File: config.mk
export PLATFORM = sky130hd
export DESIGN_NAME = dema_post
export DESIGN_NICKNAME = d
export VERILOG_FILES = /design/src/dema_pkg.sv /design/src/dema_post.sv
export SDC_FILE = /design/constraint.sdc
export NUM_CORES = 1
export LEC_CHECK = 0
export ABC_AREA = 1
export BUFFER_PORTS_ARGS = -buffer_cell sky130_fd_sc_hd__buf_2
export CORE_ASPECT_RATIO = 1.5
export CORE_UTILIZATION = 35
export DETAILED_ROUTE_END_ITERATION = 7
export SLEW_MARGIN = 20
export SYNTH_ARGS = -nofsm -noshare
export SYNTH_HDL_FRONTEND = slang
export SYNTH_SLANG_ARGS = --single-unit
File: constraint.sdc
create_clock -name clk_i -period 2.4 [get_ports clk_i]
set_input_delay 0.6 -clock clk_i [delete_from_list [all_inputs] [get_ports clk_i]]
set_output_delay 0.6 -clock clk_i [all_outputs]
set_load 0.05 [all_outputs]
File: src/dema_pkg.sv
// dema_pkg: shared constants, types and tables of the 3x3 aspect core
// no dependencies; imported by every module of the block except dema_skid
`default_nettype none

package dema_pkg;

  // default parameter values
  localparam int ELEV_BITS_DEF       = 16;
  localparam int ANGLE_FRAC_BITS_DEF = 6;

  // angles are carried in 2^-20 degree; 360 degrees fits in ANG_W bits
  localparam int ANG_BITS = 20;
  localparam int ANG_W    = ANG_BITS + 9;

  // vectoring rotator: step count, datapath width, normalization target
  localparam int CORDIC_STEPS = 27;
  localparam int CW           = 44;
  localparam int NORM_MSB     = 39;
  localparam int SH_W         = 6;

  localparam logic [ANG_W-1:0] ANG_90  = ANG_W'(90 * (2 ** ANG_BITS));
  localparam logic [ANG_W-1:0] ANG_270 = ANG_W'(270 * (2 ** ANG_BITS));

  // window cell positions, row 0 is north
  localparam int CELL_NW = 0;
  localparam int CELL_N  = 1;
  localparam int CELL_NE = 2;
  localparam int CELL_W  = 3;
  localparam int CELL_C  = 4;
  localparam int CELL_E  = 5;
  localparam int CELL_SW = 6;
  localparam int CELL_S  = 7;
  localparam int CELL_SE = 8;
  localparam int N_CELLS = 9;

  // arctangent of 2^-i in 2^-20 degree, rounded to nearest
  localparam logic [ANG_W-1:0] ATAN_TAB [CORDIC_STEPS] = '{
    ANG_W'(47185920), ANG_W'(27855475), ANG_W'(14718068), ANG_W'(7471121),
    ANG_W'(3750058),  ANG_W'(1876857),  ANG_W'(938658),   ANG_W'(469357),
    ANG_W'(234682),   ANG_W'(117342),   ANG_W'(58671),    ANG_W'(29335),
    ANG_W'(14668),    ANG_W'(7334),     ANG_W'(3667),     ANG_W'(1833),
    ANG_W'(917),      ANG_W'(458),      ANG_W'(229),      ANG_W'(115),
    ANG_W'(57),       ANG_W'(29),       ANG_W'(14),       ANG_W'(7),
    ANG_W'(4),        ANG_W'(2),        ANG_W'(1)
  };

  typedef enum logic [1:0] {
    ST_VALID  = 2'd0,
    ST_BORDER = 2'd1,
    ST_NODATA = 2'd2,
    ST_FLAT   = 2'd3
  } status_e;

  // control bits that travel with each window down the pipeline
  typedef struct packed {
    logic vld;
    logic border;
    logic nodata;
    logic flat;
    logic dx_pos;   // dx > 0, i.e. the rotated x axis points west
    logic dy_neg;   // dy < 0
    logic a_zero;   // |dx| == 0
    logic b_zero;   // |dy| == 0
  } dema_side_t;

endpackage

`default_nettype wire

File: src/dema_post.sv
// dema_post: angle clamp, quadrant mapping to compass azimuth, rounding, status
// two register stages then output logic; uses dema_pkg
`default_nettype none

module dema_post #(
  parameter int ANGLE_FRAC_BITS = dema_pkg::ANGLE_FRAC_BITS_DEF,
  parameter int AZ_BITS         = $clog2(360 * (2 ** ANGLE_FRAC_BITS))
) (
  input  logic                               clk_i,
  input  logic                               rst_ni,
  input  logic                               en_i,
  input  logic signed [dema_pkg::ANG_W-1:0]  z_i,
  input  dema_pkg::dema_side_t               side_i,
  output logic                               valid_o,
  output logic [AZ_BITS-1:0]                 azimuth_o,
  output dema_pkg::status_e                  status_o
);
  import dema_pkg::*;

  localparam int                 ANG_SHIFT = ANG_BITS - ANGLE_FRAC_BITS;
  localparam logic [ANG_W-1:0]   RND       = ANG_W'(1) << (ANG_SHIFT - 1);
  localparam logic [AZ_BITS-1:0] AZ_FULL   = AZ_BITS'(360 * (2 ** ANGLE_FRAC_BITS));

  dema_side_t       side_p0_q, side_p1_q;
  logic [ANG_W-1:0] phi_d, phi_q, az_d, az_q, az_rnd;
  logic [AZ_BITS-1:0] az_res;

  // first-quadrant angle: exact axes when one gradient is zero, else clamped
  always_comb begin
    priority if (side_i.a_zero) begin
      phi_d = ANG_90;
    end else if (side_i.b_zero) begin
      phi_d = '0;
    end else if (z_i[ANG_W-1]) begin
      phi_d = '0;
    end else if ($unsigned(z_i) > ANG_90) begin
      phi_d = ANG_90;
    end else begin
      phi_d = $unsigned(z_i);
    end
  end

  // compass azimuth, 90 degrees minus the math angle, wrapped to 0..360
  always_comb begin
    unique case ({side_p0_q.dx_pos, side_p0_q.dy_neg})
      2'b00: az_d = ANG_90 - phi_q;
      2'b10: az_d = (phi_q >= ANG_90) ? '0 : phi_q + ANG_270;
      2'b11: az_d = ANG_270 - phi_q;
      2'b01: az_d = ANG_90 + phi_q;
    endcase
  end

  always_ff @(posedge clk_i or negedge rst_ni) begin
    if (!rst_ni) begin
      side_p0_q <= '0;
      side_p1_q <= '0;
    end else if (en_i) begin
      side_p0_q <= side_i;
      side_p1_q <= side_p0_q;
    end
  end

  always_ff @(posedge clk_i) begin
    if (en_i) begin
      phi_q <= phi_d;
      az_q  <= az_d;
    end
  end

  // round half up to output resolution, full circle becomes north
  assign az_rnd = az_q + RND;
  assign az_res = az_rnd[ANG_SHIFT +: AZ_BITS];

  // status priority: border, then nodata, then flat
  always_comb begin
    azimuth_o = '0;
    priority if (side_p1_q.border) begin
      status_o = ST_BORDER;
    end else if (side_p1_q.nodata) begin
      status_o = ST_NODATA;
    end else if (side_p1_q.flat) begin
      status_o = ST_FLAT;
    end else begin
      status_o  = ST_VALID;
      azimuth_o = (az_res >= AZ_FULL) ? '0 : az_res;
    end
  end

  assign valid_o = side_p1_q.vld;

endmodule

`default_nettype wire

==> results.ini <==
[synthesis]
syn_area_mm2 = 0.004053
ys_seq_elements = 54
avgSynthCellArea_um2 = 6.655
ys.flop_type = edfxtp_1
synth_edf_count = 44
ys_seq_area_share_pct = 38.78
synth_common_cells = nand2_1, nor2_1, inv_1
synthCells = 609
async_reset_ff_share_pct = 18.52
synth_top_cell_by_area = edfxtp_1
syn-num-nets = 655
ys_types = 33
synth_top_area_share_pct = 32.60
yosysWarnings = 0
synth_area_leaders = edfxtp_1, nand2_1, nor2_1
synth_most_common_cell = nand2_1

[worst_setup_path]
path_max_fanout = 6
slowest_stage = edfxtp_1
path_buf_inv = 2
crit_required_ns = 1.80
crit_chain = buf_6, ha_4, nand3_4, nor2_4, nand4_1, nand2_4, nor2_4, nand3_4, nand2_8, nor2_4, buf_6
start_kind = flop
crit_family = simple AND/OR/NAND/NOR gates
path_class = reg2out
rrSetupSlack_ns = 0.41
arrival_ns = 2.08
cpPeakStageDelay_ns = 0.39
crit_top_cell = nor2_4
endpoint_kind = output pin

[die]
start_util_pct = 36.27
rows = 47
core-area_mm2 = 0.01117
die_y_um = 133.8
dieArea_mm2 = 0.01202
ios = 58
die_w_um = 89.86

[timing]
rsz0062_at_grt = yes
timing.hold.ws_ns = 0.1457
maxSlewViolCount = 0
clock_skew_ns = 0.004495
final.setup.worst_slack_ns = -0.2835
worstMarginPinSlew_ns = 1.054
clock.fmax_ghz = 0.3727
setup_viol = 15
max_slew_margin_pct = 29.45
setup_tns_ns = -3.725
min_period_ns = 2.683
period_share_pct = 111.8
hold_viol_final = 0

[place]
numPlacedInstances = 823
dp_hpwl_mm = 8.639
numPortBuffers = 57
gp_congestion = 0.9460

[drt]
viasPerCell = 4.925
wl_per_cell_um = 12.57
first_iter_violations = 221
routed_wl_mm = 10.66
firstDrtPassIters = 4
drcViolationCount = 0
antenna_left = 0
via_count = 4176

[cells_and_area]
diodes = 0
fin_nets = 746
layoutNonFillerInstCount = 848
final_util_pct = 46.82
synthToLayoutAreaGrowth_pct = 29.08
drive_gt1_share_pct = 22.25

[run_status]
status = finished with violations
violations = negative setup slack

[cts]
cts_buffers = 5
path_clk_slew_ns = 0.07
cts_max_level = 2
ctsHoldBuffers = 0
clkLatencyLatePin_ns = 0.30
clock_sinks = 54
root_buffer = clkbuf_16
cts_tree = built
clockBufferDepth = 2

[global_route]
track_usage_pct = 18.34
grt_antenna_before_repair = 0
grt_pass1_vias = 4028
gr-total-overflow = 0
grt_pass1_wl_mm = 17.69
grt_max_degree = 24

[job]
maxCapViolCount = 0

[min_path]
holdCritPathClass = in2async

[pwr]
power_uw = 2718
power.leakage_uw = 0.002419
peakVddDrop_mv = 0.2803
cellPowerDensity_mw_per_mm2 = 519.6

[repair_timing]
item | CTS | global route
gates cloned | 1 | 0
pin swaps | 15 | 3
resized for setup | 74 | 9
buffers inserted | 11 | 5
endpoints found under the setup margin | 15 | 15
[state kept, by name, indices dropped and copies added, names as in the netlist]
register and cells:
phi_q 28, valid_o 1, az_q 16, side_p1_q 3, side_p0_q 6
[cells in the final DEF, fill, tap and decap left out, types with 2 or more instances in the layout]
master,synthesis,final
nand2_1,167,161
nor2_1,125,109
buf_6,1,16
nor2_4,2,15
inv_1,86,84
a21oi_1,17,17
nand3_1,53,50
ha_1,6,5
nor3_1,10,10
nand2_4,0,3
xor2_1,2,2
inv_2,1,3
nand3_4,0,2
buf_2,4,42
mux2_2,3,3
nand2_2,7,9
edfxtp_1,44,44
dfrtp_1,10,10
clkbuf_16,0,5
nor2_2,6,9
nand2_8,0,2
buf_4,0,35
o21ai_0,19,19
nand4_1,16,16
nand3_2,2,3
o211ai_1,9,9
[where the power goes]
group	internal (uW)	switching, uW
Clock	419	321
Combinational	288	505
Sequential	1110	73.1
[kinds of logic (layout without fill, tap and decap cells)]
logic type | count (synthesis) | after routing | synth area share [%]
XOR/XNOR | 3 | 3 | 0.6485
AND/OR/NAND/NOR | 393 | 394 | 41.37
buffers and inverters | 99 | 190 | 9.478
other | 1 | 1 | 0.09253
AO/OA/AOI/OAI | 50 | 50 | 6.946
adder cells (fa/ha/maj) | 6 | 6 | 1.852
flip-flops | 54 | 54 | 38.78
multiplexers | 3 | 3 | 0.8335
[cell type report]
class | instances | area, um^2
well taps | 147 | 183.9
inverters | 88 | 330.3
flip-flops and latches | 54 | 1572
clock buffers | 6 | 138.9
repair buffers | 94 | 673.1
multi-input cells | 457 | 2318
fillers | 1152 | 5942
clock inverters | 2 | 15.01
[path summary, 6_finish.rpt]
kind / to / cells past startpoint / start
setup / recovery: azimuth_o[12] / 11 / az_q[14]$_DFFE_PP_
hold / removal: side_p1_q[6]$_DFFE_PN0P_ / 1 / rst_ni
setup reg to reg: az_q[14]$_DFFE_PP_ / 10 / phi_q[21]$_SDFFCE_PP1P_
hold reg to reg: side_p1_q[4]$_DFFE_PN0P_ / 2 / side_p0_q[4]$_DFFE_PN0P_
max in group asynchronous: side_p1_q[5]$_DFFE_PN0P_ / 1 / rst_ni
min in group clk_i: side_p1_q[4]$_DFFE_PN0P_ / 2 / side_p0_q[4]$_DFFE_PN0P_
[routing by layer]
| layer | global-route usage, % | wire length (um) | vias up |
|---|---|---|---|
| met4 | 10.84 | 525 | 0 |
| met5 | 0 | 0 | - |
| met3 | 1.984 | 295 | 34 |
| met1 | 16.72 | 3802 | 1894 |
| li1 | - | - | 2139 |
| met2 | 38.03 | 6035 | 109 |
[per-stage QoR]
stage | area (um^2) | worst slack [ns]
detailed placement | 4641 | -0.04106
CTS | 5160 | -0.2280
global route | 5231 | -0.3756
finish | 5231 | -0.2835
floorplan | 4055 | -0.2223
global placement | 4641 | 0.03197
Power figures use the tool's default switching activity.
