<file path="src/dema_skid.sv">
// dema_skid: output register with a skid register behind it
// generic payload width; no package dependency
`default_nettype none

module dema_skid #(
  parameter int W = 17
) (
  input  logic         clk_i,
  input  logic         rst_ni,
  input  logic         up_valid_i,
  output logic         up_ready_o,
  input  logic [W-1:0] up_data_i,
  output logic         dn_valid_o,
  input  logic         dn_ready_i,
  output logic [W-1:0] dn_data_o
);

  logic         out_vld_q, skid_vld_q;
  logic [W-1:0] out_q, skid_q;
  logic         out_free;

  // output register can load when empty or when its transfer completes
  assign out_free   = ~out_vld_q | dn_ready_i;
  assign up_ready_o = ~skid_vld_q;

  always_ff @(posedge clk_i or negedge rst_ni) begin
    if (!rst_ni) begin
      out_vld_q  <= 1'b0;
      skid_vld_q <= 1'b0;
    end else if (out_free) begin
      out_vld_q  <= skid_vld_q | up_valid_i;
      skid_vld_q <= 1'b0;
    end else if (up_valid_i && !skid_vld_q) begin
      skid_vld_q <= 1'b1;
    end
  end

  // skid entry drains first, keeping order
  always_ff @(posedge clk_i) begin
    if (out_free) begin
      out_q <= skid_vld_q ? skid_q : up_data_i;
    end
    if (!out_free && !skid_vld_q) begin
      skid_q <= up_data_i;
    end
  end

  assign dn_valid_o = out_vld_q;
  assign dn_data_o  = out_q;

  a_skid_behind_out: assert property (@(posedge clk_i) disable iff (!rst_ni)
    skid_vld_q |-> out_vld_q)
    else $error("skid entry held while output register empty");

  a_skid_holds: assert property (@(posedge clk_i) disable iff (!rst_ni)
    skid_vld_q && !dn_ready_i |=> skid_vld_q && $stable(skid_q))
    else $error("skid entry lost during output stall");

  a_skid_catches: assert property (@(posedge clk_i) disable iff (!rst_ni)
    out_vld_q && !dn_ready_i && up_valid_i && !skid_vld_q
    |=> skid_vld_q && (skid_q == $past(up_data_i)))
    else $error("upstream transfer not captured during output stall");

endmodule

`default_nettype wire

</file>
<file path="config.mk">
export PLATFORM = sky130hd
export DESIGN_NAME = dema_skid
export DESIGN_NICKNAME = d
export VERILOG_FILES = /design/src/dema_skid.sv
export SDC_FILE = /design/constraint.sdc
export NUM_CORES = 1
export LEC_CHECK = 0
export CORE_UTILIZATION = 60
export CTS_CLUSTER_SIZE = 12
export DETAILED_ROUTE_END_ITERATION = 8
export DONT_BUFFER_PORTS = 1
export PLACE_DENSITY_LB_ADDON = 0.08
export SETUP_SLACK_MARGIN = 0.3
export SLEW_MARGIN = 20
export SYNTH_ARGS = -nofsm -noshare
export SYNTH_HDL_FRONTEND = slang
export SYNTH_SLANG_ARGS = --single-unit
</file>
<file path="constraint.sdc">
create_clock -name clk_i -period 2.65 [get_ports clk_i]
set_input_delay 0.265 -clock clk_i [delete_from_list [all_inputs] [get_ports clk_i]]
set_output_delay 0.265 -clock clk_i [all_outputs]
set_load 0.005 [all_outputs]
</file>
==> run summary, run 1 <==
Flop and latch count out of synthesis: 36
Post-Route WL: 1.95 mm
Final period util: 64.0%
Worst Max-Slew Pin Slew: 586 ps
Num CTS Buffers: 5
Die H: 49.9 um
Placed Cells: 90
Origin of the critical flop-to-flop path: skid_vld_q
Final Hold Fails: 0
Sink Count: 36
Post-Syn Nets: 82
# setup viols final: 0
Vias: 543
WHS: 28.9 ps
CTS tree: yes
Final GP Congestion: 0.647
Clk_skew: 8.83 ps
P_leak: 0.544 nW
Vias/cell: 5.54
Skew-Pair Late Insertion Delay: 320 ps
Clock transition at path regs: 100 ps
Vias in the first global route: 640
FF-to-FF setup slack: 1060 ps
Count of cell types in the netlist: 8
Total Power: 1.03 mW
Critical path peak fanout: 11
DR WL/cell: 19.9 um
GRT overflow: 0
CP endpoint: up_ready_o
Non-Filler Instances: 98
Syn avg cell area: 22.5 um^2
Setup WS pre-CTS: 1060 ps
Part of the Yosys area used for sequential elements: 78.0%
Minimum clock period: 1690 ps
Max rail drop VDD: 0.509 mV
Fin nets: 92
Post-route setup TNS: 0 ps
CP Capture Type: primary output
Count leader, synth: edfxtp_1
Chip Width: 49.9 um
Post-synthesis instance total: 61
Core ar.: 0.00206 mm^2
Clk buf depth: 2
Crit path from: skid_vld_q
Initial Util: 66.6%
Synth Cell Area: 0.00137 mm^2
Buffers on Ports: 0
CTS Root Cell: clkbuf_4
Data required time of the worst path: 2380 ps
Initial DRC count: 7
Maximum number of pins on one net before global-route repair: 20
Kind of critical path: register to primary output
IO Pins: 40
Total track usage: 18.7%
Worst Path Arrival: 1430 ps
Main synth FF type: edfxtp_1
Critical Path Source Type: register
Fraction of layout cells with a size suffix above 1: 36.6%
Post-cts resize count: 0
Post-synth ARST share: 5.56%
Final setup margin: 955 ps
Area leader, netlist: edfxtp_1
Power density over the cells: 701 mW/mm^2
# diodes: 0
Post-route ant nets: 0
Row Count: 16
Fmax: 590 MHz
Syn. warnings: 0
Hold Crit Depth: 0
Hold buffers post-CTS: 1
Area of the die: 0.00249 mm^2
R2r endpoint: dn_data_o[1]
Share of Yosys cell area claimed by the top area cell type: 74.3%
Initial antenna violation count: 0
RSZ-0062 raised after global routing: false
Status: finished clean
Post-CTS setup buffers: 0
Area grow syn2layout: 7.01%
Tightest Hold Check Type: input pin to register
Max Cap Violations: 0
First-pass GRT wire length: 3.08 mm
Slew Limit Fails: 0
H-tree level count: 2
Synth top area cells: edfxtp_1 (74%), mux2_4 (19%), dfrtp_1 (3.6%)
DRC viols: 0
Reg2Reg Depth: 2
Count of flip-flops with a built-in enable after synthesis: 34
Commonest cells in the netlist: edfxtp_1 (34), mux2_4 (17), nor2_1 (3)
Drt pass-1 iters: 4
Normalized max-slew margin: 61.0%
## layout make-up
type | instances | area [um^2]
sequential | 36 | 1070
fill | 129 | 592
multi-input combinational | 22 | 277
timing repair buffer | 5 | 40.0
clock buffer | 5 | 37.5
tap | 27 | 33.8
clock inverter | 2 | 7.51
inverter | 1 | 3.75
## layout by cell type, fill, tap and decap left out, drive strengths merged
cell type / synthesis / routed
dfrtp: 2 / 2
clkbuf: 0 / 5
mux2: 17 / 17
clkinv: 0 / 2
inv: 1 / 1
dlygate4sd3: 0 / 1
buf: 2 / 4
nand2b: 1 / 1
nand2: 1 / 1
nor2: 3 / 3
edfxtp: 34 / 34
## power breakdown
| group | switching, mW | total [mW] | internal (mW) |
|---|---|---|---|
| combinational | 0.0314 | 0.0779 | 0.0464 |
| clock | 0.154 | 0.246 | 0.0924 |
| sequential | 0.0260 | 0.706 | 0.680 |
| total | 0.211 | 1.03 | 0.819 |
## per-stage QoR
stage | area (um^2) | util, %
2_1_floorplan | 1370 | -
3_3_place_gp | 1420 | 68.6
3_5_place_dp | 1420 | 68.6
4_1_cts | 1470 | 71.3
5_1_grt | 1470 | 71.3
6_report | 1470 | 71.3
## critical path: stages, from the launching register on
cell,delay [ps]
dfrtp_1,720
buf_4,310
inv_1,80
## registers in the layout (all words and copies together) (netlist names)
register    cells
dn_data_o      17
dn_valid_o      1
skid_q         17
skid_vld_q      1
## worst min-delay path by stage
stage | slack (ps) | startpoint | end
floorplan | -30 | rst_ni | dn_valid_o
global placement | -30 | rst_ni | dn_valid_o
detailed placement | -30 | rst_ni | dn_valid_o
CTS | 20 | up_data_i[10] | skid_q[10]
global route | 7 | up_data_i[10] | skid_q[10]
finish | 30 | up_data_i[8] | skid_q[8]
## per-layer routing
metal | share of wire, % | wire length (um) | global-route usage [%]
met1 | 35 | 687 | 19.1
met2 | 56 | 1100 | 32.4
met3 | 6.5 | 126 | 6.48
met4 | 1.7 | 34 | 11.4
met5 | 0 | 0 | 0
## cells by family (layout without fill, tap and decap cells)
logic type / Yosys count / count (layout) / synth area share [%]
buf+inv: 3 / 13 / 1.91
flops: 36 / 36 / 78.0
mux: 17 / 17 / 18.6
simple gates: 5 / 5 / 1.55
(Power assumes the default switching activity.)
==> run 2: changes to the inputs <==
- ABC_AREA: not set -> 1
- CORE_UTILIZATION: 60 -> 54
- clock period: 2.65 -> 1.53 ns (I/O delays scaled with it)
==> run 2 against run 1 <==
Effect of this change:
- cell count grew 57%
- global-route usage grew 1.4 points
- combinational power up 110%
- highest routed layer unchanged
- clock power increased by 88%
==> run summary, run 2 <==
Total track usage: 20.1%
# diodes: 0
Post-route ant nets: 0
Post-synthesis instance total: 97
Count of flip-flops with a built-in enable after synthesis: 34
Area of the die: 0.00267 mm^2
Post-synth ARST share: 5.56%
CTS Root Cell: clkbuf_4
CTS tree: yes
Most common cell after layout, fill and taps aside: nand2_1
Final period util: 76.1%
IO Pins: 40
Power density over the cells: 1140 mW/mm^2
Commonest cells after routing, fill and taps aside: nand2_1 (51), edfxtp_1 (34), dlygate4sd3_1 (19)
Synth Cell Area: 0.00133 mm^2
Clk buf depth: 2
Final GP Congestion: 0.687
Data required time of the worst path: 1570 ps
Critical path peak fanout: 11
Main synth FF type: edfxtp_1
Slew Limit Fails: 0
Part of the Yosys area used for sequential elements: 80.3%
Share of Yosys cell area claimed by the top area cell type: 76.5%
Vias: 779
Normalized max-slew margin: 81.2%
Initial antenna violation count: 0
DRC viols: 0
Vias/cell: 5.06
Commonest cells in the netlist: nand2_1 (52), edfxtp_1 (34), nor2_1 (3)
Fin nets: 146
Vias in the first global route: 790
Flop and latch count out of synthesis: 36
Final Hold Fails: 0
Syn. warnings: 0
Buffers on Ports: 0
WHS: 42.4 ps
DR WL/cell: 14.7 um
Count leader, synth: nand2_1
Fraction of layout cells with a size suffix above 1: 12.7%
Status: finished clean
Worst Path Arrival: 1200 ps
Skew-Pair Late Insertion Delay: 330 ps
Initial DRC count: 25
Maximum number of pins on one net before global-route repair: 19
Count of cell types in the netlist: 9
Worst Max-Slew Pin Slew: 282 ps
Chip Width: 51.7 um
Die H: 51.7 um
Core ar.: 0.00228 mm^2
Max Cap Violations: 0
Clock transition at path regs: 110 ps
RSZ-0062 raised after global routing: false
Sink Count: 36
Tightest Hold Check Type: input pin to register
First-pass GRT wire length: 3.55 mm
CP Capture Type: register
Post-Route WL: 2.26 mm
Clk_skew: 8.45 ps
P_leak: 0.664 nW
Num CTS Buffers: 5
Area grow syn2layout: 21.9%
# setup viols final: 0
GRT overflow: 0
H-tree level count: 2
Fmax: 859 MHz
Critical Path Source Type: register
Drt pass-1 iters: 4
Kind of critical path: register to register
Max rail drop VDD: 0.700 mV
Row Count: 17
Post-DP HPWL: 1.40 mm
Synth top area cells: edfxtp_1 (77%), nand2_1 (15%), dfrtp_1 (3.8%)
Initial Util: 58.6%
Minimum clock period: 1160 ps
Post-Syn Nets: 118
Area leader, netlist: edfxtp_1
Total Power: 1.85 mW
Post-CTS setup buffers: 0
Syn avg cell area: 13.8 um^2
Post-route setup TNS: 0 ps
run 2: cell type report:
class	count	area [um^2]
inverter	2	12.5
sequential	36	1070
clock buffer	5	37.5
clock inverter	3	13.8
tap	28	35.0
fill	154	651
multi-input combinational	56	228
timing repair buffer	24	228
run 2: critical path, stage by stage (launching register included):
cell,delay [ps]
dfrtp_1,410
nand2_4,140
nor2_4,130
buf_4,200
run 2: stage by stage:
stage | setup WS [ps] | area [um^2] | utilization (%) | cells
final | 365 | 1630 | 71.4 | 154
after global routing | 313 | 1630 | 71.4 | 154
after CTS | 356 | 1620 | 71.3 | 154
after detailed placement | 373 | 1380 | 60.6 | 127
after global placement | 400 | 1380 | 60.6 | 127
after floorplan | 244 | 1350 | - | 97
run 2: cells by family (layout without fill, tap and decap cells):
family | after synthesis | in the layout | share of synthesized area (%)
simple gates | 56 | 56 | 15.9
flops | 36 | 36 | 80.3
buf+inv | 5 | 34 | 3.75
run 2: repair_timing:
action | in CTS | in global routing
resized for setup | 1 | 1
hold endpoints to repair | 37 | 0
hold buffers | 19 | 0
endpoints found under the setup margin | 1 | 1
run 2: metal layers:
| metal | vias up | share of wire (%) | track usage [%] |
|---|---|---|---|
| met3 | 5 | 4.2 | 10.2 |
| met2 | 30 | 53 | 34.2 |
| met1 | 354 | 40 | 20.2 |
| li1 | 390 | - | - |
| met5 | - | 0 | 0 |
| met4 | 0 | 2.5 | 9.91 |
run 2: path summary, 6_finish.rpt:
| kind | from | end | slack (ps) | cells past startpoint |
|---|---|---|---|---|
| worst min-delay path | up_data_i[6] | dn_data_o[6] | 40 | 2 |
| max in group asynchronous | rst_ni | dn_valid_o | 1360 | 1 |
| worst max register to register | dn_valid_o | skid_q[8] | 370 | 3 |
| worst max-delay path | dn_valid_o | skid_q[8] | 370 | 3 |
| worst min register to register | skid_q[8] | dn_data_o[8] | 520 | 2 |
| min in group asynchronous | rst_ni | skid_vld_q | 50 | 1 |
run 2: where the power goes:
| group | switching [mW] | internal, mW | total, mW |
|---|---|---|---|
| Clock | 0.295 | 0.169 | 0.463 |
| Sequential | 0.0382 | 1.18 | 1.22 |
| Combinational | 0.0952 | 0.0714 | 0.167 |
==> run 3: changes to the inputs <==
- clock period: 1.53 -> 0.95 ns (I/O delays scaled with it)
==> run 3 against run 2 <==
Effect of this change:
- routed wire length rose by 25%
- the flow now finishes with violations (negative hold slack, negative setup slack)
- design area rose by 16%
- critical path type unchanged
- critical endpoint is now skid_q[10]
- clock skew fell by 6.0 ps
- non-clock buffer count rose by 11
- worst hold slack got worse by 52 ps
==> run summary, run 3 (same netlist as run 2, synthesis figures left out) <==
Share of total power in the clock network: 30.2%
IO Pins: 40
Setup WS pre-CTS: -161 ps
Worst Path Arrival: 1220 ps
Fin nets: 157
Fmax: 861 MHz
Initial antenna violation count: 0
Reg area: 0.00107 mm^2
FF-to-FF setup slack: -210 ps
DR WL/cell: 17.1 um
CTS tree: yes
Cell Int Power: 2.69 mW
RSZ-0062 raised after global routing: true
Total Power: 3.46 mW
P_leak: 0.772 nW
Most common cell after layout, fill and taps aside: nand2_1
Clock transition at path regs: 100 ps
Finished layout cell area: 0.00188 mm^2
# diodes: 0
Core ar.: 0.00228 mm^2
GRT overflow: 0
Power density over the cells: 1840 mW/mm^2
Slew Limit Fails: 0
Placed Cells: 132
Final Hold Fails: 2
Post-route ant nets: 0
Post-Route WL: 2.83 mm
Sink Count: 36
R2r endpoint: skid_q[10]
# setup viols final: 55
Final GP Congestion: 0.667
Crit-path cells: buf_4 > nor2_4 > buf_6
Total track usage: 19.8%
Max rail drop VDD: 2.05 mV
Post-DP HPWL: 1.47 mm
Max stage delay on crit path: 430 ps
Fin util: 82.6%
Final setup margin: -212 ps
Worst Max-Slew Pin Slew: 180 ps
Row Count: 17
Switching share of power: 22.3%
Net Switching: 0.772 mW
Fraction of layout cells with a size suffix above 1: 30.7%
Tightest Hold Check Type: input pin to asynchronous set/reset pin
Non-Filler Instances: 165
Area of the die: 0.00267 mm^2
Buffers on Ports: 0
Multi-input combinational cell area: 270 um^2
Met3 wire length: 151 um
H-tree level count: 2
Chip Width: 51.7 um
Maximum number of pins on one net before global-route repair: 16
DP Area: 0.00142 mm^2
Hold buffers post-CTS: 19
Post-route setup TNS: -7870 ps
Origin of the critical flop-to-flop path: skid_vld_q
CP bufs+invs: 2
Critical path peak fanout: 9
Max Cap Violations: 0
CP Capture Type: register
Cell family contributing the most delay on the critical path: flip-flops
Initial DRC count: 31
Met2 WL: 1.46 mm
Data required time of the worst path: 1010 ps
Vias: 866
Vias/cell: 5.25
Drt pass-1 iters: 4
Final period util: 122%
WHS: -9.69 ps
Commonest cells after routing, fill and taps aside: nand2_1 (37), edfxtp_1 (34), dlygate4sd3_1 (19)
Vias in the first global route: 764
Die H: 51.7 um
Kind of critical path: register to register
Flop pwr share: 56.7%
Clk buf depth: 2
First-pass GRT wire length: 3.57 mm
Skew-Pair Late Insertion Delay: 330 ps
Num CTS Buffers: 5
Fill cells: 99
Gate power share: 13.0%
DRT met1 WL: 1.15 mm
Initial Util: 58.6%
Crit-path slowest cell: dfrtp_1
Normalized max-slew margin: 88.0%
Critical Path Source Type: register
Failing checks: negative hold slack, negative setup slack
Area grow syn2layout: 41.0%
Reg2Reg Depth: 3
DRC viols: 0
CTS Root Cell: clkbuf_4
Minimum clock period: 1160 ps
Status: complete, but fails checks
DR top layer: met4
Clk_skew: 2.44 ps
-- run 3: cell count changes in the layout (fill, tap and decap cells not counted), moves of 2 or more --
| cell | previous run | this run |
|---|---|---|
| nand2_2 | 1 | 14 |
| buf_4 | 5 | 3 |
| buf_12 | 0 | 3 |
| buf_8 | 0 | 2 |
| clkbuf_16 | 0 | 2 |
| nand2_1 | 51 | 37 |
| buf_6 | 0 | 6 |
-- run 3: layout make-up --
class | count | area share [%]
flip-flops and latches | 36 | 57.0
clock inverters | 2 | 1.86
multi-input cells | 56 | 14.4
clock buffers | 6 | 2.20
inverters | 2 | 0.399
well taps | 28 | 1.86
repair buffers | 35 | 22.4
-- run 3: worst max path at each step --
| stage | cells after the start | startpoint | endpoint | slack (ps) |
|---|---|---|---|---|
| after global placement | 3 | skid_vld_q | skid_q[5] | -140 |
| after floorplan | 3 | skid_vld_q | skid_q[0] | -340 |
| after CTS | 3 | skid_vld_q | skid_q[9] | -160 |
| final | 3 | skid_vld_q | skid_q[10] | -210 |
| after global routing | 3 | skid_vld_q | skid_q[9] | -240 |
| after detailed placement | 3 | skid_vld_q | skid_q[10] | -160 |
-- run 3: repair_timing --
| item | in CTS | in global routing |
|---|---|---|
| gates cloned | 0 | 2 |
| endpoints found under the hold margin | 38 | 2 |
| pin swaps | 1 | 2 |
| buffers inserted | 2 | 2 |
| endpoints found under the setup margin | 72 | 72 |
| resized for setup | 13 | 19 |
-- run 3: power groups by stage --
stage          sequential (mW)  clock [mW]  combinational (mW)
6_report                  1.97        1.05               0.451
5_1_grt                   1.98        1.11               0.486
4_1_cts                   1.96        1.05               0.343
3_5_place_dp              2.00           0               0.228
3_3_place_gp              1.99           0               0.220
2_1_floorplan             1.98           0               0.164
-- run 3: per-layer routing --
| metal | GRT usage (%) | vias up |
|---|---|---|
| li1 | - | 404 |
| met1 | 22.9 | 421 |
| met2 | 33.8 | 33 |
| met3 | 6.73 | 8 |
| met4 | 8.11 | 0 |
| met5 | 0 | - |
