--- src/dema_pkg.sv ---
// dema_pkg: shared constants, types and tables of the 3x3 aspect core
// no dependencies; imported by every module of the block except dema_skid
`default_nettype none

package dema_pkg;

  // default parameter values
  localparam int ELEV_BITS_DEF       = 16;
  localparam int ANGLE_FRAC_BITS_DEF = 6;

  // angles are carried in 2^-20 degree; 360 degrees fits in ANG_W bits
  localparam int ANG_BITS = 20;
  localparam int ANG_W    = ANG_BITS + 9;

  // vectoring rotator: step count, datapath width, normalization target
  localparam int CORDIC_STEPS = 27;
  localparam int CW           = 44;
  localparam int NORM_MSB     = 39;
  localparam int SH_W         = 6;

  localparam logic [ANG_W-1:0] ANG_90  = ANG_W'(90 * (2 ** ANG_BITS));
  localparam logic [ANG_W-1:0] ANG_270 = ANG_W'(270 * (2 ** ANG_BITS));

  // window cell positions, row 0 is north
  localparam int CELL_NW = 0;
  localparam int CELL_N  = 1;
  localparam int CELL_NE = 2;
  localparam int CELL_W  = 3;
  localparam int CELL_C  = 4;
  localparam int CELL_E  = 5;
  localparam int CELL_SW = 6;
  localparam int CELL_S  = 7;
  localparam int CELL_SE = 8;
  localparam int N_CELLS = 9;

  // arctangent of 2^-i in 2^-20 degree, rounded to nearest
  localparam logic [ANG_W-1:0] ATAN_TAB [CORDIC_STEPS] = '{
    ANG_W'(47185920), ANG_W'(27855475), ANG_W'(14718068), ANG_W'(7471121),
    ANG_W'(3750058),  ANG_W'(1876857),  ANG_W'(938658),   ANG_W'(469357),
    ANG_W'(234682),   ANG_W'(117342),   ANG_W'(58671),    ANG_W'(29335),
    ANG_W'(14668),    ANG_W'(7334),     ANG_W'(3667),     ANG_W'(1833),
    ANG_W'(917),      ANG_W'(458),      ANG_W'(229),      ANG_W'(115),
    ANG_W'(57),       ANG_W'(29),       ANG_W'(14),       ANG_W'(7),
    ANG_W'(4),        ANG_W'(2),        ANG_W'(1)
  };

  typedef enum logic [1:0] {
    ST_VALID  = 2'd0,
    ST_BORDER = 2'd1,
    ST_NODATA = 2'd2,
    ST_FLAT   = 2'd3
  } status_e;

  // control bits that travel with each window down the pipeline
  typedef struct packed {
    logic vld;
    logic border;
    logic nodata;
    logic flat;
    logic dx_pos;   // dx > 0, i.e. the rotated x axis points west
    logic dy_neg;   // dy < 0
    logic a_zero;   // |dx| == 0
    logic b_zero;   // |dy| == 0
  } dema_side_t;

endpackage

`default_nettype wire

--- src/dema_front.sv ---
// dema_front: Horn gradients, null check, magnitudes and normalization
// six register stages; uses dema_pkg for widths, cell positions and side struct
`default_nettype none

module dema_front #(
  parameter int ELEV_BITS = dema_pkg::ELEV_BITS_DEF
) (
  input  logic                                       clk_i,
  input  logic                                       rst_ni,
  input  logic                                       en_i,
  input  logic                                       valid_i,
  input  logic [dema_pkg::N_CELLS-1:0][ELEV_BITS-1:0] cells_i,
  input  logic                                       at_border_i,
  input  logic [ELEV_BITS-1:0]                       nodata_i,
  output logic signed [dema_pkg::CW-1:0]             x_o,
  output logic signed [dema_pkg::CW-1:0]             y_o,
  output dema_pkg::dema_side_t                       side_o
);
  import dema_pkg::*;

  localparam int SW = ELEV_BITS + 2;  // weighted row or column sum
  localparam int DW = ELEV_BITS + 3;  // gradient
  localparam int MW = ELEV_BITS + 2;  // gradient magnitude

  // p + 2q + r on sign-extended cells
  function automatic logic [SW-1:0] wsum(input logic [ELEV_BITS-1:0] p,
                                         input logic [ELEV_BITS-1:0] q,
                                         input logic [ELEV_BITS-1:0] r);
    return {{2{p[ELEV_BITS-1]}}, p} + {q[ELEV_BITS-1], q, 1'b0}
         + {{2{r[ELEV_BITS-1]}}, r};
  endfunction

  dema_side_t side0_q, side1_q, side2_q, side3_q, side4_q, side5_q;
  dema_side_t side0_d, side2_d;

  logic [SW-1:0] east_q, west_q, south_q, north_q;
  logic [DW-1:0] dx_q, dy_q;
  logic [MW-1:0] a2_q, b2_q, a3_q, b3_q, m3_q, a4_q, b4_q;
  logic [SW-1:0] east_d, west_d, south_d, north_d;
  logic [DW-1:0] dx_d, dy_d;
  logic [MW-1:0] a_d, b_d, m_d;
  logic [SH_W-1:0] sh_d, sh_q;
  logic signed [CW-1:0] x_d, y_d, x_q, y_q;
  logic          null_d;

  // stage 0: weighted sums and nodata search over the whole window
  always_comb begin
    null_d = 1'b0;
    for (int k = 0; k < N_CELLS; k++) begin
      if (cells_i[k] == nodata_i) null_d = 1'b1;
    end
    east_d  = wsum(cells_i[CELL_NE], cells_i[CELL_E], cells_i[CELL_SE]);
    west_d  = wsum(cells_i[CELL_NW], cells_i[CELL_W], cells_i[CELL_SW]);
    south_d = wsum(cells_i[CELL_SW], cells_i[CELL_S], cells_i[CELL_SE]);
    north_d = wsum(cells_i[CELL_NW], cells_i[CELL_N], cells_i[CELL_NE]);
    side0_d = '0;
    side0_d.vld    = valid_i;
    side0_d.border = at_border_i;
    side0_d.nodata = null_d;
  end

  // stage 1: gradients east minus west, south minus north
  assign dx_d = {east_q[SW-1], east_q} - {west_q[SW-1], west_q};
  assign dy_d = {south_q[SW-1], south_q} - {north_q[SW-1], north_q};

  // stage 2: magnitudes and quadrant flags
  always_comb begin
    a_d = dx_q[DW-1] ? MW'(-dx_q) : MW'(dx_q);
    b_d = dy_q[DW-1] ? MW'(-dy_q) : MW'(dy_q);
    side2_d        = side1_q;
    side2_d.a_zero = (dx_q == '0);
    side2_d.b_zero = (dy_q == '0);
    side2_d.flat   = (dx_q == '0) && (dy_q == '0);
    side2_d.dx_pos = ~dx_q[DW-1] && (dx_q != '0);
    side2_d.dy_neg = dy_q[DW-1];
  end

  // stage 3: larger magnitude
  assign m_d = (a2_q > b2_q) ? a2_q : b2_q;

  // stage 4: shift that brings the larger magnitude to the normalization msb
  always_comb begin
    sh_d = SH_W'(NORM_MSB);
    for (int i = 0; i < MW; i++) begin
      if (m3_q[i]) sh_d = SH_W'(NORM_MSB - i);
    end
  end

  // stage 5: normalized rotator inputs
  assign x_d = CW'(a4_q) << sh_q;
  assign y_d = CW'(b4_q) << sh_q;

  // control chain
  always_ff @(posedge clk_i or negedge rst_ni) begin
    if (!rst_ni) begin
      side0_q <= '0;
      side1_q <= '0;
      side2_q <= '0;
      side3_q <= '0;
      side4_q <= '0;
      side5_q <= '0;
    end else if (en_i) begin
      side0_q <= side0_d;
      side1_q <= side0_q;
      side2_q <= side2_d;
      side3_q <= side2_q;
      side4_q <= side3_q;
      side5_q <= side4_q;
    end
  end

  // datapath
  always_ff @(posedge clk_i) begin
    if (en_i) begin
      east_q  <= east_d;
      west_q  <= west_d;
      south_q <= south_d;
      north_q <= north_d;
      dx_q    <= dx_d;
      dy_q    <= dy_d;
      a2_q    <= a_d;
      b2_q    <= b_d;
      a3_q    <= a2_q;
      b3_q    <= b2_q;
      m3_q    <= m_d;
      a4_q    <= a3_q;
      b4_q    <= b3_q;
      sh_q    <= sh_d;
      x_q     <= x_d;
      y_q     <= y_d;
    end
  end

  assign x_o    = x_q;
  assign y_o    = y_q;
  assign side_o = side5_q;

endmodule

`default_nettype wire

--- config.mk ---
export PLATFORM = sky130hd
export DESIGN_NAME = dema_front
export DESIGN_NICKNAME = d
export VERILOG_FILES = /design/src/dema_pkg.sv /design/src/dema_front.sv
export SDC_FILE = /design/constraint.sdc
export NUM_CORES = 1
export LEC_CHECK = 0
export BUFFER_PORTS_ARGS = -buffer_cell sky130_fd_sc_hd__buf_2
export CAP_MARGIN = 25
export CORE_MARGIN = 5
export CORE_UTILIZATION = 45
export CTS_CLUSTER_DIAMETER = 100
export DETAILED_ROUTE_END_ITERATION = 7
export REMOVE_ABC_BUFFERS = 1
export SLEW_MARGIN = 20
export SYNTH_ARGS = -nofsm -noshare
export SYNTH_HDL_FRONTEND = slang
export SYNTH_SLANG_ARGS = --single-unit
--- constraint.sdc ---
create_clock -name clk_i -period 2.9 [get_ports clk_i]
set_clock_uncertainty 0.1 [all_clocks]
set_input_delay 0.29 -clock clk_i [delete_from_list [all_inputs] [get_ports clk_i]]
set_output_delay 0.29 -clock clk_i [all_outputs]
set_load 0.02 [all_outputs]
==> results of run 1 <==
kinds of logic (layout without fill, tap and decap cells):
| family | Yosys count | count (layout) | share of synthesized area, % |
|---|---|---|---|
| compound gates | 377 | 377 | 10.66 |
| simple gates | 417 | 417 | 9.007 |
| flops | 367 | 367 | 47.25 |
| mux | 141 | 141 | 7.353 |
| buf+inv | 170 | 625 | 2.991 |
| fa+ha+maj | 194 | 194 | 12.88 |
| xor+xnor | 258 | 258 | 9.858 |
routing by layer:
| metal | part of all wire [%] | track usage, % |
|---|---|---|
| met3 | 4.2 | 3.409 |
| met4 | 3.7 | 8.075 |
| met2 | 52 | 43.53 |
| met1 | 40 | 27.96 |
| met5 | 0.019 | 0 |
cell type report:
cell class              instances  area, sq um
clock inverters                27        335.3
inverters                     101        379.1
multi-input cells            1387        11470
clock buffers                  45         1030
well taps                     672        840.8
flip-flops and latches        367        10830
fillers                      4365        22540
repair buffers                452         2846
placed cells by master, fill, tap and decap left out, types with 69 or more instances in the layout:
cell type                  instances
sky130_fd_sc_hd__nand2_1          74
sky130_fd_sc_hd__nor2_1          142
sky130_fd_sc_hd__edfxtp_1        329
sky130_fd_sc_hd__mux2_2           75
sky130_fd_sc_hd__buf_2           258
sky130_fd_sc_hd__buf_4           181
sky130_fd_sc_hd__fa_1             69
sky130_fd_sc_hd__xor2_1          147
sky130_fd_sc_hd__xnor2_1         111
sky130_fd_sc_hd__inv_1            99
sky130_fd_sc_hd__ha_1            123
sky130_fd_sc_hd__a21oi_1         101
registers in the layout, summed over array words and instances, names as in the netlist, 19 cells and up:
signal  flops
dx_q       19
y_o        44
dy_q       19
x_o        44
worst max-delay path: stages:
cell	delay (ps)
sky130_fd_sc_hd__buf_6	110
sky130_fd_sc_hd__fa_1	480
sky130_fd_sc_hd__ha_1	220
sky130_fd_sc_hd__buf_4	140
sky130_fd_sc_hd__a211oi_1	380
sky130_fd_sc_hd__o21a_1	220
sky130_fd_sc_hd__o31ai_1	80
sky130_fd_sc_hd__buf_4	160
sky130_fd_sc_hd__or4_1	410
sky130_fd_sc_hd__a41o_1	250
sky130_fd_sc_hd__a21oi_1	170
sky130_fd_sc_hd__xnor2_1	90
path summary, 6_finish.rpt:
check | startpoint | to | slack, ps | cells after the start
max | cells_i[1] | north_q[14]$_DFFE_PP_ | 80 | 12
min | cells_i[128] | east_q[0]$_DFFE_PP_ | 90 | 3
max reg2reg | south_q[1]$_DFFE_PP_ | dy_q[17]$_DFFE_PP_ | 130 | 10
min reg2reg | b3_q[5]$_DFFE_PP_ | b4_q[5]$_DFFE_PP_ | 310 | 0
max in group asynchronous | rst_ni | side3_q[5]$_DFFE_PN0P_ | 1860 | 2
min in group asynchronous | rst_ni | side2_q[7]$_DFFE_PN0P_ | 310 | 2
power by group:
part           switching, uW  internal, uW
logic                   5410          4610
clock network           2040          3190
registers               1000          8010
total                   8440         15800
metrics by stage:
step | hold slack (ps) | setup TNS (ps) | total power [uW]
5_1_grt | 95.44 | -25.06 | 25810
3_3_place_gp | 301.7 | -8671 | 18770
6_report | 89.42 | 0 | 24260
4_1_cts | 52.76 | 0 | 24360
2_1_floorplan | -105.6 | -26580 | 15420
3_5_place_dp | 304.5 | -10260 | 19040
timing repair:
| action | in CTS | in global routing |
|---|---|---|
| gates resized for setup | 1 | 17 |
| setup buffers | 0 | 4 |
| endpoints found under the setup margin | 1 | 11 |
| hold buffers | 5 | 0 |
| endpoints found under the hold margin | 42 | 0 |
| pin swaps | 0 | 10 |
==> out/qor.csv, run 1 <==
metric,value,unit
worst_hold_class,input pin to register,
cts_tree,done,
synth.cell_area,0.02292,sq mm
finalWorstPathRequiredPeriod,2825,ps
dr_total_vias,16370,
track_usage,23.52,%
worst_ep_arrival_time,3000,ps
grt_antenna_before_repair,1,
drt_drc_violations_left,0,
post-synth-top-area-cell,sky130_fd_sc_hd__edfxtp_1,
port-buffer-count,260,
synth.distinct_cells,80,
post_drt_wl_per_cell,21.86,um
vias_per_cell,5.365,
tightestPinTransition,1035,ps
timing.final.ws_setup,75.45,ps
dr.pass1.iters,6,
detail_route.iter0.violations,935,
final_layout_size_suffix_gt1_share,26.94,%
design.final.nets,2707,
vdd_drop_max,0.0004575,V
max_clock_freq,354.0,MHz
syn-mean-instance-area,11.91,sq um
ant_nets,0,
dpl.hpwl,55610,um
core_area,0.05027,sq mm
worst_setup_path_class,input pin to register,
timing.critical_path.fanout_max,3,
drt-total-wl,66680,um
cts_made_buffers,39,
rows,82,
cts_sinks,367,
critical_path.startpoint_type,input pin,
clock_insertion_delay_worst_skew,550,ps
slew_viol_final,0,
maximum_number_of_pins_on_one_net_before_global_route_repair,73,
initial_utilization,45.59,%
worst_setup_hold_path_clk_slew,60,ps
synthesis.instances,1924,
gp_congestion,0.9937,
area_delta_synth_final,20.98,%
ys_async_sr_fraction,10.35,%
ys_top_cells_by_area,"sky130_fd_sc_hd__edfxtp_1 (43%), sky130_fd_sc_hd__ha_1 (6.8%), sky130_fd_sc_hd__fa_1 (6.1%), sky130_fd_sc_hd__xor2_1 (5.6%), sky130_fd_sc_hd__xnor2_1 (4.2%)",
leakage,0.01164,uW
outcome,"complete, no violations",
place_ws,-638.8,ps
via_count_of_the_first_global_routing_pass,17150,
clk_path_buf_depth,3,
antenna_cells,0,
pin_count,261,
timing.final.hold_violations,0,
synth_enable_flop_cells,329,
netlist_top_cells_count,"sky130_fd_sc_hd__edfxtp_1 (329), sky130_fd_sc_hd__xor2_1 (147), sky130_fd_sc_hd__nor2_1 (142)",
die_w,235.7,um
fin_crit_sh,97.40,%
postLayoutCoreUtil,55.16,%
yosys.area.top_type_share,43.10,%
grt_overflow,0,
worst_slew_margin_rel,30.74,%
drv.max_cap_violation_count,0,
final-instance-count-excl-fill,3051,
end_kind,register,
place_area,0.02624,sq mm
global_route_wire_length_before_repair,100900,um
floorplan.die.height,235.7,um
yosys_warn_count,0,
cellPowerDensity,874.7,mW/mm^2
ys_dominant_reg_cell,sky130_fd_sc_hd__edfxtp_1,
post-route-cell-area,0.02773,sq mm
setup_viol_count_final,0,
clockRootBuffer,sky130_fd_sc_hd__clkbuf_16,
post-synth-top-count-cell,sky130_fd_sc_hd__edfxtp_1,
clock_tree.htree_level_count,2,
data_required_critical_path,3080,ps
synth_seq_cells,367,
placedCellCount,2971,
die_area,0.05555,sq mm
seq_area_frac_synth,47.25,%
Note: power is estimated with default switching activity, not from simulation.
==> run 2: changes to the inputs <==
==> constraint.sdc (replaced) <==
create_clock -name clk_i -period 2.9 [get_ports clk_i]
set_clock_uncertainty 0.1 [all_clocks]
set_input_delay 0 -clock clk_i [delete_from_list [all_inputs] [get_ports clk_i]]
set_output_delay 0 -clock clk_i [all_outputs]
set_load 0.02 [all_outputs]
==> out/qor.csv, run 2 (synthesized netlist as in run 1, its figures left out) <==
metric,value,unit
max_clock_freq,358.9,MHz
via_count_of_the_first_global_routing_pass,17095,
setup_tns,0,ps
dr_total_vias,16205,
design.final.nets,2651,
grt_antenna_before_repair,3,
cts_sinks,367,
post-route-cell-area,0.02722,sq mm
crit_slowest_cell,sky130_fd_sc_hd__o21ai_0,
drt_drc_violations_left,0,
clk_path_buf_depth,3,
leakage,0.01134,uW
detail_route.iter0.violations,805,
pin_count,261,
gp_congestion,0.9383,
timing.final.hold_violations,0,
path_cells,inv_1 > ha_1 > fa_1 > nor2b_1 > o21a_1 > o21ai_0 > nand2_1 > a41o_1 > o41ai_2 > xnor2_1,
cellPowerDensity,880.6,mW/mm^2
data_required_critical_path,3080,ps
postLayoutCoreUtil,54.15,%
drt-total-wl,67280,um
leading_cell_types_in_the_layout_fill_and_taps_excluded,"sky130_fd_sc_hd__edfxtp_1 (329), sky130_fd_sc_hd__buf_2 (259), sky130_fd_sc_hd__xor2_1 (147), sky130_fd_sc_hd__nor2_1 (142), sky130_fd_sc_hd__ha_1 (124)",
critical_path.startpoint_type,register,
worst_hold_class,input pin to asynchronous set/reset pin,
grt_overflow,0,
outcome,"complete, no violations",
area_delta_synth_final,18.77,%
worst_setup_hold_path_clk_slew,60,ps
rows,82,
worst_setup_path_class,register to register,
maximum_number_of_pins_on_one_net_before_global_route_repair,97,
worst_slew_margin_rel,32.30,%
clock_tree.htree_level_count,2,
ant_nets,0,
setup_viol_count_final,0,
final_layout_size_suffix_gt1_share,24.05,%
dpl.hpwl,56110,um
dr.pass1.iters,5,
vdd_drop_max,0.0004531,V
slew_viol_final,0,
die_area,0.05555,sq mm
cts_tree,done,
cts_made_buffers,40,
end_kind,register,
cpPeakStageDelay,380,ps
clock_insertion_delay_worst_skew,570,ps
worst_ep_arrival_time,2960,ps
cp_top_family,compound AO/OA/AOI/OAI gates,
timing.critical_path.fanout_max,2,
track_usage,23.79,%
cp.buffers_inverters,1,
clockRootBuffer,sky130_fd_sc_hd__clkbuf_16,
global_route_wire_length_before_repair,101100,um
finalWorstPathRequiredPeriod,2786,ps
floorplan.die.height,235.7,um
vias_per_cell,5.409,
rsz0062_at_grt,no,
tightestPinTransition,1012,ps
place_area,0.02570,sq mm
core_area,0.05027,sq mm
fin_crit_sh,96.08,%
layout_commonest_cell,sky130_fd_sc_hd__edfxtp_1,
die_w,235.7,um
post_drt_wl_per_cell,22.46,um
initial_utilization,45.59,%
drv.max_cap_violation_count,0,
antenna_cells,0,
port-buffer-count,260,
-- run 2: changes by cell type in the layout (fill, tap and decap cells not counted), moves of 2 or more --
cell,previous run,this run
sky130_fd_sc_hd__a21oi_1,101,103
sky130_fd_sc_hd__a21oi_2,4,2
sky130_fd_sc_hd__buf_12,6,4
sky130_fd_sc_hd__buf_4,181,114
sky130_fd_sc_hd__bufinv_16,7,2
sky130_fd_sc_hd__clkbuf_1,4,9
sky130_fd_sc_hd__clkbuf_16,40,44
sky130_fd_sc_hd__clkbuf_8,1,3
sky130_fd_sc_hd__clkinvlp_4,2,0
sky130_fd_sc_hd__dlygate4sd3_1,5,17
-- run 2: timing repair --
action / 4_1_cts / 5_1_grt
endpoints found under the setup margin: 0 / 5
endpoints found under the hold margin: 107 / 0
gates resized for setup: 0 / 4
setup buffers: 0 / 0
hold buffers: 17 / 0
-- run 2: area by class of cell --
cell class	instances	area, sq um
Multi-Input combinational cell	1387	11430
Clock inverter	17	146.4
Sequential cell	367	10830
Fill cell	4362	23050
Tap cell	672	840.8
Inverter	101	379.1
Timing Repair Buffer	395	2417
Clock buffer	57	1184
-- run 2: path summary, 6_finish.rpt --
kind	from	endpoint	slack (ps)	depth (start not counted)
min in group clk_i	cells_i[63]	west_q[17]$_DFFE_PP_	30	4
setup reg to reg	east_q[0]$_DFFE_PP_	dx_q[12]$_DFFE_PP_	110	10
hold reg to reg	b3_q[5]$_DFFE_PP_	b4_q[5]$_DFFE_PP_	290	0
setup / recovery	east_q[0]$_DFFE_PP_	dx_q[12]$_DFFE_PP_	110	10
hold / removal	rst_ni	side_o[2]$_DFFE_PN0P_	10	2
max in group asynchronous	rst_ni	side4_q[5]$_DFFE_PN0P_	2130	2
-- run 2: power by group --
group	switching, uW	leakage, uW	internal (uW)	total, uW
logic	5390	0.00695	4550	9930
registers	976	0.00374	8010	8990
clock network	2020	0.000656	3030	5050
-- run 2: stage by stage --
stage	hold slack (ps)	worst slack, ps	cells	total power, uW
6_report	11.95	113.8	2996	23970
5_1_grt	19.44	8.136	2996	25470
4_1_cts	6.504	37.23	2996	24120
3_5_place_dp	62.46	-282.2	2905	18950
3_3_place_gp	34.24	-225.5	2905	18750
2_1_floorplan	-395.6	-513.7	1855	15420
-- run 2: routing by layer --
| metal | vias to the layer above | routed length (um) | global-route usage (%) |
|---|---|---|---|
| li1 | 7816 | - | - |
| met1 | 7755 | 25960 | 26.95 |
| met2 | 502 | 35020 | 44.42 |
| met3 | 126 | 3161 | 3.995 |
| met4 | 6 | 3100 | 9.624 |
| met5 | - | 33 | 0 |
